<file path="config.mk">
export PLATFORM = sky130hd
export DESIGN_NAME = stli_divider
export DESIGN_NICKNAME = d
export VERILOG_FILES = /design/src/rtl/stli_pkg.sv /design/src/rtl/stli_divider.sv
export SDC_FILE = /design/constraint.sdc
export NUM_CORES = 1
export LEC_CHECK = 0
export ABC_CLOCK_PERIOD_IN_PS = 3350
export BUFFER_PORTS_ARGS = -buffer_cell sky130_fd_sc_hd__buf_2
export CAP_MARGIN = 40
export CELL_PAD_IN_SITES_DETAIL_PLACEMENT = 0
export CELL_PAD_IN_SITES_GLOBAL_PLACEMENT = 2
export CORE_ASPECT_RATIO = 1.1
export CORE_UTILIZATION = 36
export CTS_CLUSTER_DIAMETER = 60
export CTS_CLUSTER_SIZE = 25
export DETAILED_ROUTE_END_ITERATION = 8
export PLACE_DENSITY_LB_ADDON = 0.05
export SLEW_MARGIN = 20
export SYNTH_ARGS = -nofsm -noshare
export SYNTH_HDL_FRONTEND = slang
export SYNTH_SLANG_ARGS = --single-unit
</file>
<file path="constraint.sdc">
create_clock -name clk -period 3.35 [get_ports clk]
set_input_delay 0.5025 -clock clk [delete_from_list [all_inputs] [get_ports clk]]
set_output_delay 0.5025 -clock clk [all_outputs]
set_load 0.05 [all_outputs]
</file>
<file path="src/rtl/stli_pkg.sv">
// shared widths, codes and types of the sorted-table linear interpolator
`timescale 1ns / 1ps

package stli_pkg;

    localparam int IDX_W      = 10;
    localparam int PT_W       = 32;
    localparam int VAL_W      = 32;
    localparam int CFG_W      = 11;
    localparam int IN_DATA_W  = 80;
    localparam int OUT_DATA_W = 32;
    localparam int REGION_W   = 2;

    // product and quotient widths of the interpolation divide
    localparam int PROD_W     = 64;
    localparam int QUOT_W     = 33;
    localparam int QSAT_W     = 34;

    localparam logic [CFG_W-1:0] CFG_LEN_RESET = 11'd2;

    localparam logic OP_WRITE = 1'b0;
    localparam logic OP_QUERY = 1'b1;

    typedef enum logic [REGION_W-1:0] {
        REGION_INTERIOR = 2'd0,
        REGION_FIRST    = 2'd1,
        REGION_LAST     = 2'd2
    } region_t;

endpackage

</file>
<file path="src/rtl/stli_divider.sv">
// restoring divider, one quotient bit per cycle, quotient saturated at 2^33
`timescale 1ns / 1ps

module stli_divider (
    input  logic                          clk,
    input  logic                          rst_n,
    input  logic                          start,
    input  logic [stli_pkg::PROD_W-1:0]   dividend,
    input  logic [stli_pkg::PT_W-1:0]     divisor,
    output logic                          done,
    output logic [stli_pkg::QSAT_W-1:0]   quotient
);

    localparam int CNT_W = $clog2(stli_pkg::QUOT_W + 1);

    logic                          busy_reg;
    logic                          done_reg;
    logic                          sat_reg;
    logic [CNT_W-1:0]              cnt_reg;
    logic [stli_pkg::PT_W-1:0]     rem_reg;
    logic [stli_pkg::PT_W-1:0]     rem_next;
    logic [stli_pkg::QUOT_W-1:0]   dq_reg;
    logic [stli_pkg::PT_W-1:0]     div_reg;
    logic [stli_pkg::PT_W:0]       trial;
    logic [stli_pkg::PT_W:0]       trial_diff;
    logic                          trial_ge;
    logic                          start_sat;

    // upper bits at or above the divisor: quotient is at least 2^33
    assign start_sat = {1'b0, dividend[stli_pkg::PROD_W-1:stli_pkg::QUOT_W]} >= divisor;

    assign trial      = {rem_reg, dq_reg[stli_pkg::QUOT_W-1]};
    assign trial_ge   = trial >= {1'b0, div_reg};
    assign trial_diff = trial - {1'b0, div_reg};
    assign rem_next   = trial_ge ? trial_diff[stli_pkg::PT_W-1:0] : trial[stli_pkg::PT_W-1:0];

    always_ff @(posedge clk or negedge rst_n)
    begin
        if (!rst_n)
        begin
            busy_reg <= 1'b0;
            done_reg <= 1'b0;
            sat_reg  <= 1'b0;
            cnt_reg  <= '0;
        end
        else
        begin
            done_reg <= 1'b0;
            if (start)
            begin
                sat_reg <= start_sat;
                if (start_sat)
                begin
                    done_reg <= 1'b1;
                end
                else
                begin
                    busy_reg <= 1'b1;
                    cnt_reg  <= CNT_W'(stli_pkg::QUOT_W);
                end
            end
            else if (busy_reg)
            begin
                cnt_reg <= cnt_reg - CNT_W'(1);
                if (cnt_reg == CNT_W'(1))
                begin
                    busy_reg <= 1'b0;
                    done_reg <= 1'b1;
                end
            end
        end
    end

    always_ff @(posedge clk)
    begin
        if (start)
        begin
            rem_reg <= {1'b0, dividend[stli_pkg::PROD_W-1:stli_pkg::QUOT_W]};
            dq_reg  <= dividend[stli_pkg::QUOT_W-1:0];
            div_reg <= divisor;
        end
        else if (busy_reg)
        begin
            rem_reg <= rem_next;
            dq_reg  <= {dq_reg[stli_pkg::QUOT_W-2:0], trial_ge};
        end
    end

    assign done     = done_reg;
    assign quotient = sat_reg ? {1'b1, {stli_pkg::QUOT_W{1'b0}}} : {1'b0, dq_reg};

endmodule

</file>
==> results of run 1 <==
[worst max-delay path by stage]
| stage | start | end |
|---|---|---|
| floorplan | dq_reg[32] | rem_reg[14] |
| global placement | dividend[54] | cnt_reg[0] |
| global route | dq_reg[32] | rem_reg[14] |
| finish | dq_reg[32] | rem_reg[14] |
| CTS | dq_reg[32] | rem_reg[14] |
| detailed placement | dividend[54] | cnt_reg[0] |
[logic make-up (layout without fill, tap and decap cells)]
kind of cell,count (synthesis),after routing,share of synthesized area
buffers and inverters,120,254,0.0645
DFF,106,106,0.427
AOI/OAI and AO/OA,179,179,0.164
adders and majority gates,66,66,0.114
and+or+nand+nor,174,174,0.124
xor gates and xnor gates,33,33,0.0395
muxes,44,44,0.0667
[timing repair]
item | in CTS | in global routing
hold buffers | 1 | 0
endpoints found under the setup margin | 0 | 1
buffers inserted | 0 | 1
hold endpoints to repair | 9 | 0
[placed cells by master, fill, tap and decap left out, types with 10 or more instances in the layout]
master    synthesis  routed
a211oi_1         20      20
a21o_1           20      20
a21oi_1          55      55
buf_2             7     132
buf_4             1      12
edfxtp_1         96      96
ha_1             65      65
inv_1            91      91
mux2_2           38      38
nand2_1          37      37
nand4_1          12      12
nor2_1           38      38
nor2b_1          40      40
o21ai_0          30      30
xnor2_1          23      23
xor2_1           10      10
[power breakdown]
| group | total (W) | switching [W] | internal (W) |
|---|---|---|---|
| combinational | 0.00354 | 0.00209 | 0.00145 |
| sequential | 0.00200 | 0.000169 | 0.00183 |
| clock | 0.00108 | 0.000550 | 0.000526 |
| total | 0.00661 | 0.00281 | 0.00380 |
[worst max-delay path, delay by kind of cell, from the launching register on]
kind	cells	cell delay, ns
and+or+nand+nor	2	0.19
xor gates and xnor gates	1	0.13
muxes	2	0.51
DFF	1	0.40
AOI/OAI and AO/OA	4	0.99
buffers and inverters	2	0.16
adders and majority gates	2	0.57
[cell type report]
cell class	count	area, um^2
sequential	106	3130
inverter	91	342
multi-input combinational	496	3720
clock buffer	10	229
timing repair buffer	147	801
fill	1957	11300
tap	252	315
clock inverter	6	60.1
[cell usage after synthesis (all sizes together) (2+ instances only)]
| cell | instances |
|---|---|
| xor2 | 10 |
| xnor2 | 23 |
| nand2b | 7 |
| nand4 | 12 |
| clkbuf | 16 |
| nor2b | 40 |
| buf | 13 |
| inv | 91 |
| mux2 | 38 |
| nand3 | 7 |
| ha | 65 |
| a21boi | 2 |
| and3 | 9 |
| dfrtp | 9 |
| a211oi | 20 |
| nor2 | 38 |
| a22o | 2 |
| a221o | 3 |
| o21bai | 8 |
| edfxtp | 96 |
| nand2 | 37 |
| and4 | 2 |
| o2111ai | 4 |
| o21ai | 34 |
| and3b | 3 |
| nor3 | 10 |
| a31oi | 4 |
| o21a | 7 |
| a21o | 20 |
| mux2i | 6 |
| a21oi | 61 |
| o211ai | 4 |
| nor4 | 2 |
[through the flow]
stage / setup WS (ns) / hold WS, ns
finish: 0.161 / 0.335
global route: 0.0105 / 0.320
CTS: 0.160 / 0.318
detailed placement: -0.0738 / 0.366
global placement: -0.0424 / 0.360
floorplan: 0.341 / 0.207
[layer usage]
layer / vias to the layer above / global-route usage
li1: 2835 / -
met1: 2652 / 0.225
met2: 125 / 0.297
met3: 18 / 0.0436
met4: 2 / 0.0620
met5: - / 0
==> qor.csv, run 1 <==
stage,metric,value,unit
layout,final_area,0.00859,mm^2
min_path,hp-class,input pin to flip-flop,
worst_setup_path,reg2reg_slack,0.16,ns
placement,place_inst,1090,
drt,route.vias.total,5632,
clock_tree,cts_tree,done,
drt,drt_iter0_drc,218,
layout,largest_reg_flops,33,
layout,drive_gt1_frac,0.251,
sta,final.min_clock_period,3.19,ns
placement,hpwl,13400,um
global_routing,antenna_found_initial,1,
min_path,min_to,div_reg[7],
min_path,hold_depth,1,
floorplan,die_area,0.0209,mm^2
worst_setup_path,cp_max_fo,3,
logic_synthesis,synth.cell_area,0.00732,mm^2
logic_synthesis,synthDistinctLibCells,64,
worst_setup_path,r2r-start,dq_reg[32],
clock_tree,clockRootBuffer,clkbuf_16,
logic_synthesis,ys_ff_latch,106,
worst_setup_path,critPathMaxStageDelay,0.40,ns
min_path,min_from,divisor[7],
outcome,status,completed,
logic_synthesis,post-synth-top-area-cell,edfxtp_1,
logic_synthesis,ys_seq_area_frac,0.427,
sta,min_period_over_period,0.952,
floorplan,start_util,0.368,
sta,slew_headroom,0.508,
worst_setup_path,crit_chain,"inv_1, ha_1, inv_1, fa_1, a21o_1, a221oi_2, o211ai_2, a31o_2, nand3_1, nand2_1, xnor2_1, mux2_2, mux2_2",
floorplan,num_rows,54,
floorplan,die_y,152,um
worst_setup_path,endpoint_kind,flip-flop,
global_routing,gr-total-overflow,0,
clock_tree,path_clk_slew,0.08,ns
worst_setup_path,critPathArrivalTime,3.30,ns
sta,max_freq,314,MHz
global_routing,grt_pass1_wl,28700,um
job,drv_cap,0,
drt,routed.top_layer,met5,
sta,drv_slew,0,
logic_synthesis,yosysWarnings,0,
clock_tree,cts_buffers,9,
clock_tree,clk_path_buf_depth,2,
drt,wl_met2,8480,um
clock_tree,cts.sinks,106,
global_routing,track_usage,0.179,
worst_setup_path,crit_slowest_cell,edfxtp_1,
clock_tree,cts_resized,0,
placement,place_congestion,0.840,
drt,wl_met3,994,um
clock_tree,clk_latency,0.35,ns
floorplan,die_x,138,um
drt,vias_per_cell,5.08,
floorplan,io_pins,134,
layout,final_cells,1108,
drt,wl_met1,8030,um
logic_synthesis,ys_async_sr_fraction,0.0849,
sta,report.final.hold_viol_count,0,
layout,syn_to_final_growth,17.4,%
global_routing,grt_start_max_net_pins,53,
global_routing,grt_pass1_vias,5733,
logic_synthesis,synth_edf_count,96,
power,ir_drop,278,uV
floorplan,core_area,0.0199,mm^2
sta,worstMarginPinSlew,0.719,ns
logic_synthesis,synth_top_area_frac,0.394,
worst_setup_path,worstSetupPathType,flip-flop to flip-flop,
worst_setup_path,cp.required,3.46,ns
worst_setup_path,start_kind,flip-flop,
logic_synthesis,synth.top_cells.by_area,"edfxtp_1, ha_1, mux2_2",
sta,setup-tns-final,0,ns
worst_setup_path,r2r_cells,13,
power,power_density,769,mW/mm^2
logic_synthesis,avgSynthCellArea,10.1,um^2
clock_tree,htreeDepth,3,
layout,antenna_cells,0,
drt,ant_nets,0,
sta,rsz0062_at_grt,false,
sta,setup_viol,0,
logic_synthesis,syn-num-nets,887,
layout,utilization,0.433,
placement,placed_area,0.00829,mm^2
drt,drtPass1Iterations,4,
worst_setup_path,r2r-end,rem_reg[14],
power,total_power,0.00661,W
sta,clock_skew,0.00814,ns
placement,port_buffers,133,
logic_synthesis,synthFlopType,edfxtp_1,
layout,fin_nets,1016,
drt,drc,0,
drt,wl_per_cell,16.0,um
logic_synthesis,synthCells,722,
power,leakagePower,3.96,nW
drt,wl,17800,um
Note: power is estimated with default switching activity, not from simulation.
==> inputs of run 2 (changes only) <==
Settings changed: CELL_PAD_IN_SITES_DETAIL_PLACEMENT 0 to 1, CELL_PAD_IN_SITES_GLOBAL_PLACEMENT 2 to 1, CORE_UTILIZATION 36 to 44.
==> qor.csv, run 2 (synthesized netlist as in run 1, its figures left out) <==
stage,metric,value,unit
outcome,status,"finished, violations left",
outcome,failed_checks,DRC,
floorplan,die_area,0.0172,mm^2
sta,final.min_clock_period,3.18,ns
layout,fin_nets,1017,
worst_setup_path,crit_buf_inv,2,
worst_setup_path,critPathMaxStageDelay,0.40,ns
layout,layout_common_cells,"buf_2, edfxtp_1, inv_1",
power,power_density,777,mW/mm^2
sta,report.final.hold_viol_count,0,
worst_setup_path,r2r_cells,13,
power,leakagePower,3.98,nW
worst_setup_path,endpoint_kind,flip-flop,
min_path,hp-class,input pin to flip-flop,
layout,mostFrequentLayoutCell,buf_2,
placement,hpwl,14100,um
global_routing,grt_pass1_vias,6211,
drt,drtPass1Iterations,6,
drt,wl_per_cell,17.1,um
clock_tree,path_clk_slew,0.08,ns
worst_setup_path,critPathLaunch,dq_reg[32],
layout,fill_cells,1855,
floorplan,num_rows,49,
placement,placed_area,0.00825,mm^2
layout,regArea,0.00313,mm^2
layout,multi_input_area,0.00372,mm^2
sta,min_period_over_period,0.948,
power,ir_drop,278,uV
clock_tree,cts.sinks,106,
sta,clock_skew,0.00905,ns
worst_setup_path,reg2reg_slack,0.17,ns
sta,max_freq,315,MHz
clock_tree,clk_path_buf_depth,2,
drt,wl,18100,um
worst_setup_path,worstSetupPathType,flip-flop to flip-flop,
sta,drv_slew,0,
layout,antenna_cells,0,
worst_setup_path,worstSetupPathDepth,13,
global_routing,track_usage,0.221,
sta,hold_ws,0.330,ns
clock_tree,cts_tree,done,
layout,drive_gt1_frac,0.253,
layout,syn_to_final_growth,17.1,%
clock_tree,clockRootBuffer,clkbuf_16,
sta,worstMarginPinSlew,0.658,ns
floorplan,die_y,137,um
clock_tree,cts_buffers,9,
worst_setup_path,cp.required,3.46,ns
worst_setup_path,crit_slowest_cell,edfxtp_1,
clock_tree,htreeDepth,3,
global_routing,grt_pass1_wl,30200,um
worst_setup_path,crit_chain,"inv_1, ha_1, inv_1, fa_2, a21o_1, a221oi_2, o211ai_2, a31o_2, nand3_1, nand2_1, xnor2_1, mux2_2, mux2_2",
global_routing,antenna_found_initial,0,
drt,drc,4,
worst_setup_path,r2r-start,dq_reg[32],
placement,place_congestion,0.866,
sta,rsz0062_at_grt,false,
layout,utilization,0.526,
job,drv_cap,0,
worst_setup_path,crit_family,compound AO/OA/AOI/OAI gates,
layout,largest_reg_flops,33,
floorplan,io_pins,134,
drt,route.vias.total,5700,
drt,vias_per_cell,5.37,
global_routing,gr-total-overflow,0,
worst_setup_path,start_kind,flip-flop,
global_routing,grt_start_max_net_pins,48,
worst_setup_path,critPathArrivalTime,3.28,ns
drt,ant_nets,0,
drt,drt_iter0_drc,162,
sta,slew_headroom,0.550,
floorplan,die_x,125,um
layout,final_area,0.00857,mm^2
worst_setup_path,cp_max_fo,3,
floorplan,core_area,0.0163,mm^2
placement,port_buffers,133,
clock_tree,clk_latency,0.36,ns
worst_setup_path,r2r-end,rem_reg[14],
floorplan,start_util,0.449,
sta,setup_viol,0,
worst_setup_path,setup.worst_path.end,rem_reg[14],
run 2: cell count changes in the layout (fill, tap and decap cells not counted), sizes merged:
cell	previous run	this run
buf	146	147
inv	95	94
clkbuf	10	11
run 2: where the power goes:
group          total (W)  switching (W)  internal, W
combinational    0.00356        0.00210      0.00145
sequential       0.00201       0.000182      0.00183
clock            0.00110       0.000533     0.000563
run 2: final cells by class:
cell class | count | area share
Inverter | 91 | 0.0399
Clock inverter | 5 | 0.00496
Tap cell | 204 | 0.0298
Clock buffer | 11 | 0.0296
Multi-Input combinational cell | 496 | 0.434
Sequential cell | 106 | 0.365
Timing Repair Buffer | 148 | 0.0966
run 2: timing repair:
action / 4_1_cts / 5_1_grt
hold buffers: 1 / 0
endpoints found under the hold margin: 9 / 0
setup buffers: 0 / 1
endpoints found under the setup margin: 0 / 1
resized for setup: 0 / 1
run 2: layer usage:
metal  GRT usage  up-vias  routed length (um)
met1       0.258     2726                7880
met4      0.0793        0                 361
met3      0.0458       19                 922
met5           0        -                   0
met2       0.403      116                8980
li1            -     2839                   -
run 2: worst min-delay path by stage:
stage | startpoint | end | slack (ns) | cells after the start
floorplan | rst_n | busy_reg | 0.21 | 0
global placement | rst_n | cnt_reg[4] | 0.36 | 1
detailed placement | rst_n | cnt_reg[4] | 0.36 | 1
CTS | divisor[7] | div_reg[7] | 0.32 | 1
global route | divisor[7] | div_reg[7] | 0.32 | 1
finish | divisor[24] | div_reg[24] | 0.33 | 1
run 2: per-stage QoR:
step	setup WS (ns)	power, W	TNS, ns	cells
final	0.173	0.00666	0	1061
after global routing	0.0298	0.00716	0	1061
after CTS	0.0866	0.00671	0	1060
after detailed placement	-0.137	0.00558	-0.478	1043
after global placement	0.0950	0.00548	0	1042
after floorplan	0.341	0.00471	0	722
==> inputs of run 3 (changes only) <==
Settings changed: ABC_CLOCK_PERIOD_IN_PS 3350 to 2760, CORE_UTILIZATION 44 to 40.
Clock period 3.35 ns to 2.76 ns, I/O delays scaled along.
==> qor.csv, run 3 (synthesized netlist as in run 1, its figures left out) <==
stage,metric,value,unit
outcome,status,"finished, violations left",
outcome,failed_checks,setup timing,
clock_tree,cts.sinks,106,
floorplan,io_pins,134,
worst_setup_path,r2r-end,rem_reg[14],
worst_setup_path,crit_buf_inv,2,
worst_setup_path,worstSetupPathDepth,13,
worst_setup_path,reg2reg_slack,-0.21,ns
drt,drt_iter0_drc,233,
worst_setup_path,crit_family,compound AO/OA/AOI/OAI gates,
worst_setup_path,crit_slowest_cell,edfxtp_1,
min_path,hold_depth,1,
layout,largest_reg_flops,33,
worst_setup_path,critPathMaxStageDelay,0.42,ns
sta,clock_skew,0.0157,ns
global_routing,antenna_found_initial,0,
sta,final.min_clock_period,2.97,ns
layout,antenna_cells,0,
worst_setup_path,start_kind,flip-flop,
power,ir_drop,408,uV
drt,wl,19400,um
sta,slew_headroom,0.651,
floorplan,num_rows,51,
worst_setup_path,cp_max_fo,3,
sta,setup_viol,22,
floorplan,start_util,0.411,
clock_tree,cts_buffers,9,
worst_setup_path,critPathArrivalTime,3.08,ns
placement,port_buffers,133,
drt,drtPass1Iterations,4,
clock_tree,htreeDepth,3,
layout,drive_gt1_frac,0.346,
layout,mostFrequentLayoutCell,buf_2,
layout,layout_common_cells,"buf_2, edfxtp_1, inv_1",
min_path,min_from,divisor[23],
power,power_density,983,mW/mm^2
power,leakagePower,4.35,nW
worst_setup_path,worstSetupPathType,flip-flop to flip-flop,
drt,ant_nets,0,
sta,worstMarginPinSlew,0.520,ns
floorplan,die_x,131,um
clock_tree,clk_latency,0.37,ns
worst_setup_path,endpoint_kind,flip-flop,
min_path,min_to,div_reg[23],
layout,syn_to_final_growth,27.3,%
layout,utilization,0.523,
global_routing,grt_pass1_wl,31100,um
placement,place_congestion,0.847,
drt,route.vias.total,5995,
sta,rsz0062_at_grt,true,
global_routing,track_usage,0.213,
power,total_power,0.00916,W
job,drv_cap,0,
drt,vias_per_cell,5.15,
clock_tree,clk_path_buf_depth,2,
sta,min_period_over_period,1.08,
global_routing,grt_start_max_net_pins,58,
clock_tree,cts_tree,done,
sta,max_freq,336,MHz
worst_setup_path,r2r-start,dq_reg[32],
sta,drv_slew,0,
floorplan,die_y,144,um
global_routing,gr-total-overflow,0,
clock_tree,path_clk_slew,0.09,ns
min_path,hp-class,input pin to flip-flop,
floorplan,core_area,0.0178,mm^2
drt,wl_per_cell,16.7,um
layout,fin_nets,1085,
sta,fin_ws,-0.214,ns
worst_setup_path,cp.required,2.87,ns
worst_setup_path,crit_chain,"inv_2, ha_4, inv_2, fa_2, a21o_1, a221oi_2, o211ai_2, a31o_2, nand3_2, nand2_2, xnor2_1, mux2_2, mux2_2",
worst_setup_path,r2r_cells,13,
placement,hpwl,14600,um
drt,drc,0,
clock_tree,clockRootBuffer,clkbuf_16,
sta,report.final.hold_viol_count,0,
floorplan,die_area,0.0188,mm^2
global_routing,grt_pass1_vias,6485,
==> run 3: changes by cell type in the layout (fill, tap and decap cells not counted), sizes merged <==
cell and delta:
buf +66, inv +1, clkbuf -1, clkinv +1, bufbuf +1
==> run 3: how the worst max path moves through the flow <==
| stage | startpoint | to |
|---|---|---|
| 2_1_floorplan | dq_reg[32] | rem_reg[14] |
| 3_3_place_gp | dq_reg[32] | rem_reg[14] |
| 3_5_place_dp | dividend[54] | cnt_reg[2] |
| 4_1_cts | dq_reg[32] | rem_reg[14] |
| 5_1_grt | dq_reg[32] | rem_reg[14] |
| 6_report | dq_reg[32] | rem_reg[14] |
==> run 3: area by class of cell <==
class	instances	area [um^2]
Sequential cell	106	3130
Fill cell	2034	8480
Tap cell	238	298
Clock inverter	7	62.6
Timing Repair Buffer	216	1370
Inverter	91	342
Clock buffer	9	225
Multi-Input combinational cell	496	3890
==> run 3: metrics by stage <==
step | hold slack, ns | instance area [um^2] | setup TNS (ns) | instances | setup WS (ns)
finish | 0.235 | 9320 | -1.59 | 1163 | -0.214
global route | 0.230 | 9320 | -6.77 | 1163 | -0.295
CTS | 0.224 | 9190 | -1.67 | 1155 | -0.226
detailed placement | 0.283 | 8700 | -5.16 | 1133 | -0.297
global placement | 0.272 | 8700 | -3.30 | 1133 | -0.216
floorplan | 0.118 | 7320 | -0.155 | 722 | -0.155
==> run 3: layer usage <==
layer,vias to the layer above,GRT usage,wire length (um),part of all wire
met1,2877,0.241,8140,0.42
met4,0,0.0786,359,0.018
li1,2974,-,-,-
met5,-,0,0,0
met2,123,0.388,10000,0.52
met3,21,0.0443,914,0.047
==> run 3: where the power goes <==
group / internal (W) / leakage (nW) / switching, W
sequential: 0.00222 / 1.11 / 0.000229
combinational: 0.00251 / 3.09 / 0.00290
clock: 0.000632 / 0.145 / 0.000665
total: 0.00537 / 4.35 / 0.00380
==> run 3: what timing repair did <==
item                                    4_1_cts  5_1_grt
pin swaps                                    23       15
gates cloned                                  1        3
buffers inserted                              4        7
resized for setup                            31       18
hold buffers                                  1        0
endpoints found under the hold margin         9        0
endpoints found under the setup margin       32       37
